`config.mk`:
```
export PLATFORM = sky130hd
export DESIGN_NAME = tss_queue
export DESIGN_NICKNAME = d
export VERILOG_FILES = /design/src/hdl/tss_pkg.sv /design/src/hdl/tss_queue.sv
export SDC_FILE = /design/constraint.sdc
export NUM_CORES = 1
export LEC_CHECK = 0
export ABC_AREA = 1
export BUFFER_PORTS_ARGS = -buffer_cell sky130_fd_sc_hd__buf_4
export CORE_MARGIN = 1
export CORE_UTILIZATION = 31
export CTS_CLUSTER_DIAMETER = 50
export DETAILED_ROUTE_END_ITERATION = 6
export GPL_ROUTABILITY_DRIVEN = 0
export GPL_TIMING_DRIVEN = 0
export HOLD_SLACK_MARGIN = 0.12
export SYNTH_ARGS = -nofsm -noshare
export SYNTH_HDL_FRONTEND = slang
export SYNTH_SLANG_ARGS = --single-unit
export TNS_END_PERCENT = 1
```
`constraint.sdc`:
```
create_clock -name clk_i -period 10.6 [get_ports clk_i]
set_input_delay 2.65 -clock clk_i [delete_from_list [all_inputs] [get_ports clk_i]]
set_output_delay 2.65 -clock clk_i [all_outputs]
set_load 0.02 [all_outputs]
```
`src/hdl/tss_pkg.sv`:
```
// shared types, constants and arithmetic helpers for the triangle scanline span block
// no dependencies; imported by every module under hdl
`timescale 1ns / 1ps

package tss_pkg;

  // coordinate format
  localparam int COORD_WIDTH = 16;
  localparam int FRAC_BITS   = 4;
  localparam int ROW_WIDTH   = 12;
  localparam int OUT_WIDTH   = 12;

  // derived widths
  localparam int EXT_WIDTH  = ((COORD_WIDTH > ROW_WIDTH + FRAC_BITS) ?
                               COORD_WIDTH : ROW_WIDTH + FRAC_BITS) + 2;
  localparam int DX_WIDTH   = COORD_WIDTH + 1;
  localparam int A_WIDTH    = COORD_WIDTH + 1;
  localparam int PROD_WIDTH = DX_WIDTH + A_WIDTH + 1;
  localparam int MAG_WIDTH  = 2 * COORD_WIDTH + 1;
  localparam int COL_WIDTH  = MAG_WIDTH + 2;

  // queue between front and back
  localparam int QUEUE_DEPTH = 4;
  localparam int QPTR_WIDTH  = $clog2(QUEUE_DEPTH);

  localparam logic signed [EXT_WIDTH-1:0] HALF = EXT_WIDTH'(1 << (FRAC_BITS - 1));

  typedef struct packed {
    logic signed [COORD_WIDTH-1:0] first_x;
    logic signed [COORD_WIDTH-1:0] first_y;
    logic signed [COORD_WIDTH-1:0] second_x;
    logic signed [COORD_WIDTH-1:0] second_y;
    logic signed [COORD_WIDTH-1:0] third_x;
    logic signed [COORD_WIDTH-1:0] third_y;
    logic signed [ROW_WIDTH-1:0]   row;
  } in_req_t;

  typedef struct packed {
    logic                        covered;
    logic signed [OUT_WIDTH-1:0] span_left;
    logic signed [OUT_WIDTH-1:0] span_right;
  } out_rsp_t;

  // one edge evaluation: x = ax + dx * a / d
  typedef struct packed {
    logic signed [COORD_WIDTH-1:0] ax;
    logic signed [DX_WIDTH-1:0]    dx;
    logic [A_WIDTH-1:0]            a;
    logic [COORD_WIDTH-1:0]        d;
  } edge_t;

  typedef struct packed {
    logic  covered;
    edge_t lng;
    edge_t sht;
  } job_t;

  // divider state for one edge; nq holds numerator bits then quotient bits
  typedef struct packed {
    logic signed [COORD_WIDTH-1:0] ax;
    logic [COORD_WIDTH-1:0]        d;
    logic                          neg;
    logic [COORD_WIDTH-1:0]        rem;
    logic [MAG_WIDTH-1:0]          nq;
  } div_edge_t;

  typedef struct packed {
    logic      covered;
    div_edge_t lng;
    div_edge_t sht;
  } div_t;

  // one restoring division step
  function automatic div_edge_t div_step(div_edge_t e);
    div_edge_t             r;
    logic [COORD_WIDTH:0]  rs;
    logic [COORD_WIDTH:0]  diff;
    logic                  ge;
    r    = e;
    rs   = {e.rem, e.nq[MAG_WIDTH-1]};
    diff = rs - {1'b0, e.d};
    ge   = (rs >= {1'b0, e.d});
    r.rem = ge ? diff[COORD_WIDTH-1:0] : rs[COORD_WIDTH-1:0];
    r.nq  = {e.nq[MAG_WIDTH-2:0], ge};
    return r;
  endfunction

  function automatic div_t div_all(div_t s);
    div_t r;
    r     = s;
    r.lng = div_step(s.lng);
    r.sht = div_step(s.sht);
    return r;
  endfunction

  // pixel column of a finished edge, truncated toward zero
  function automatic logic signed [COL_WIDTH-1:0] col_px(div_edge_t e);
    logic                        frac;
    logic signed [COL_WIDTH-1:0] q;
    logic signed [COL_WIDTH-1:0] n;
    logic signed [COL_WIDTH-1:0] k;
    logic signed [COL_WIDTH-1:0] res;
    frac = (e.rem != '0);
    q    = $signed({2'b00, e.nq});
    if (e.neg) begin
      q = -q - $signed({{(COL_WIDTH-1){1'b0}}, frac});
    end
    n = q + $signed({{(COL_WIDTH-COORD_WIDTH){e.ax[COORD_WIDTH-1]}}, e.ax});
    if (!n[COL_WIDTH-1]) begin
      res = n >>> FRAC_BITS;
    end else begin
      k   = frac ? (-n - $signed({{(COL_WIDTH-1){1'b0}}, 1'b1})) : -n;
      res = -(k >>> FRAC_BITS);
    end
    return res;
  endfunction

endpackage

```
`src/hdl/tss_queue.sv`:
```
// short job queue between front and back
// depends on tss_pkg
`timescale 1ns / 1ps

module tss_queue import tss_pkg::*; (
  input  logic clk_i,
  input  logic rst_ni,
  input  logic push_i,
  input  job_t push_job_i,
  output logic full_o,
  input  logic pop_i,
  output logic valid_o,
  output job_t pop_job_o
);

  job_t                  mem_q [QUEUE_DEPTH];
  logic [QPTR_WIDTH-1:0] wr_q, wr_d, rd_q, rd_d;
  logic [QPTR_WIDTH:0]   cnt_q, cnt_d;
  logic                  do_push, do_pop;

  assign full_o    = (cnt_q == (QPTR_WIDTH+1)'(QUEUE_DEPTH));
  assign valid_o   = (cnt_q != '0);
  assign pop_job_o = mem_q[rd_q];
  assign do_push   = push_i && !full_o;
  assign do_pop    = pop_i && valid_o;

  // pointer and count update
  always_comb begin
    wr_d  = do_push ? wr_q + QPTR_WIDTH'(1) : wr_q;
    rd_d  = do_pop ? rd_q + QPTR_WIDTH'(1) : rd_q;
    cnt_d = cnt_q;
    if (do_push && !do_pop) begin
      cnt_d = cnt_q + (QPTR_WIDTH+1)'(1);
    end else if (do_pop && !do_push) begin
      cnt_d = cnt_q - (QPTR_WIDTH+1)'(1);
    end
  end

  always_ff @(posedge clk_i or negedge rst_ni) begin
    if (!rst_ni) begin
      wr_q  <= '0;
      rd_q  <= '0;
      cnt_q <= '0;
    end else begin
      wr_q  <= wr_d;
      rd_q  <= rd_d;
      cnt_q <= cnt_d;
    end
  end

  // storage
  always_ff @(posedge clk_i) begin
    if (do_push) begin
      mem_q[wr_q] <= push_job_i;
    end
  end

endmodule

```
==> key figures <==
Clocking
  – CTS tree: built
  – Clock Sinks: 539
  – CTS clock-pin slew for the worst setup and hold paths: 50 ps
  – Clk root buf: clkbuf_16
  – Cts hold-fix bufs: 0
  – # Post-CTS Setup Buffers: 0
  – Max Buffers Root-to-Sink: 3
  – Num CTS Buffers: 72
  – Post-CTS resize count: 0
  – Clock Latency Late Sink: 600 ps
  – # H-tree levels: 3

Synthesis
  – Post-Syn Instances: between 1.5k and 2k
  – Ys flop type: edfxtp_1
  – Synth Register Bits: between 500 and 600
  – Post-synth EDFFs: roughly 530
  – Mean Syn Cell Area: between 10 and 15 um2
  – Asr flop ratio synth: 0.0130
  – Post-synth net total: between 1.5k and 2k
  – YS warnings: 0
  – Synthesized cell area: between 20000 and 25000 um2
  – Sequential area share after synthesis: 0.751
  – Unique cell type count in the Yosys netlist: 20

Final layout
  – Commonest non-fill, non-tap cell in the layout: edfxtp_1
  – Fillers: 6353
  – Synth-to-Final Area Change: 28.5%
  – Layout cell share with drive strength beyond 1: 0.233
  – Most frequent cells in the layout: edfxtp_1 (532), nand2_1 (417), inv_1 (280), buf_4 (276), o211ai_1 (257)
  – Finished Layout Cells: between 2k and 3k
  – Core Util, Final: 0.403
  – Nets: 2124

Setup path
  – Setup crit start kind: flop
  – Worst r2r src: cnt_q[1]
  – Critical path depth: 7
  – Worst Setup EP: pop_job_o[63]
  – Crit-path max FO: 10
  – Critical Path Start: rd_q[1]
  – Critical path class: reg2out
  – Crit path cell chain: buf_4 -> inv_4 -> buf_2 -> buf_2 -> o211ai_1 -> nand2_1 -> buf_4
  – Worst Reg-to-Reg Cells: 7
  – Crit path max-delay family: buffers and inverters
  – WP data required: 7950 ps
  – Crit path DAT: 2480 ps
  – Critical R2R Capture: mem_q[2][59]
  – Critical path buffer and inverter count: 5
  – Flop-to-flop setup slack: just over 8000 ps
  – CP max stage delay: approximately 360 ps
  – Critical path's slowest cell: buf_2
  – Crit end category: output pin

Die
  – I/O pin count: ~270
  – Die footprint: roughly 70000 um2
  – Row count: 96
  – Initial Utilization: 0.314
  – Die Ht: about 270 um
  – Placeable Area: 68600 um2
  – Die W: 265 um

Pwr
  – Leak: around 0.011 uW
  – Tot Pwr: approximately 8600 uW
  – Pwr dens: 312 nW/um2
  – Max IR drop VDD: 0.174 mV

Drt
  – Wirelength per Cell: approximately 20 um
  – Routed vias/inst: about 4.6
  – Initial drt markers: 870
  – Detailed-route via count: approximately 14k
  – Drt first pass iters: 7
  – Total wire length: approximately 58 mm
  – Post-route ant nets: 0
  – Detailed-route DRC error count: 0

STA
  – Max Slew Vio Count: 0
  – Fmax: about 190 MHz
  – Tmin final: a little over 5000 ps
  – Worst hold slack: approximately 500 ps
  – # setup viols final: 0
  – Setup ws final: roughly 5500 ps
  – Hold Violations, Final: 0
  – Slew margin rel.: 0.462
  – RSZ-0062 raised after global routing: no
  – Slew @ Worst Pin: around 810 ps
  – Tcrit/Tclk final: 0.484
  – Worst Skew: 16.1 ps

Global route
  – Largest net degree at the start of global routing: 27
  – Number of global-route vias before repair: 13.6k
  – GRT Util Overall: 0.163
  – First-pass GRT wire length: between 80 and 90 mm
  – GRT Residual Overflow: 0
  – Initial antenna violation count: 8

Outcome
  – Status: finished clean

Hold path
  – Hold path start: cnt_q[2]
  – HP Class: reg2reg

Place
  – Worst slack, placed: 5930 ps
  – Port Buf Inserts: 271
  – Placed cell count: about 2.8k
  – Post-DP HPWL: roughly 38 mm

Job
  – Max-Cap Viols: 0
-- layer usage --
metal,GRT usage,share of wire,routed length (um),vias to the layer above
met5,0,0.0013,74,-
met4,0.0544,0.026,1520,12
met3,0.0543,0.081,4710,104
met2,0.261,0.48,27500,376
met1,0.206,0.41,24000,6666
li1,-,-,-,6390
-- sequential cells by signal, summed over array words and instances, names as in the netlist --
signal and flops:
rd_q 2, wr_q 2, cnt_q 3, mem_q 532
-- how the worst min path moves through the flow --
stage,to,slack [ps],cells after the start
2_1_floorplan,cnt_q[2],460,2
3_3_place_gp,cnt_q[2],490,2
3_5_place_dp,cnt_q[2],500,2
4_1_cts,cnt_q[2],510,2
5_1_grt,cnt_q[2],540,2
6_report,cnt_q[2],510,2
-- through the flow --
stage / setup TNS [ps] / cell area (um2)
after CTS: 0 / 27600
after detailed placement: 0 / 25300
after global routing: 0 / 27600
after global placement: -2065910 / 24700
final: 0 / 27600
after floorplan: 0 / 21500
-- where the power goes --
| group | internal (uW) | leakage (uW) | total (uW) | switching [uW] |
|---|---|---|---|---|
| Combinational | 1140 | 0.00489 | 3340 | 2200 |
| Clock | 1440 | 0.00117 | 2400 | 957 |
| Sequential | 2790 | 0.00496 | 2880 | 88.5 |
| Total | 5370 | 0.0110 | 8620 | 3250 |
-- worst register-to-register path: stages (launching register included) --
cell,delay [ps]
dfrtp_1,380
inv_1,90
nand3_1,180
nand2_1,310
nor2_4,570
buf_12,270
buf_12,220
buf_12,230
-- kinds of logic (layout without fill, tap and decap cells) --
kind of cell               count (synthesis)  in the layout  share of synthesized area
DFF                                      539            539                      0.751
and+or+nand+nor                          429            429                     0.0754
buffers and inverters                    370            794                     0.0746
AOI/OAI and AO/OA                        267            267                     0.0951
adders and majority gates                  6              6                    0.00384
xor gates and xnor gates                   1              1                   0.000407
other                                      0              1                          0
-- synthesized netlist by cell type (6+ instances only) --
master,number,area share
buf_2,24,0.0056
o211ai_1,257,0.090
buf_1,6,0.0010
o211ai_2,9,0.0052
inv_1,280,0.049
buf_6,22,0.012
clkbuf_1,31,0.0054
nand3_1,7,0.0016
edfxtp_1,532,0.74
dfrtp_1,7,0.0081
nand2_1,417,0.073
-- cell type report --
type / instances / area (um2) / area share
inverters: 282 / 1060 / 0.0384
well taps: 931 / 1160 / 0.0421
multi-input cells: 703 / 3790 / 0.137
flip-flops and latches: 539 / 16200 / 0.584
plain buffers: 88 / 544 / 0.0197
repair buffers: 295 / 2550 / 0.0923
clock inverters: 50 / 533 / 0.0193
diodes: 1 / 2.50 / 0.0000905
clock buffers: 79 / 1850 / 0.0669
Power figures use the tool's default switching activity.
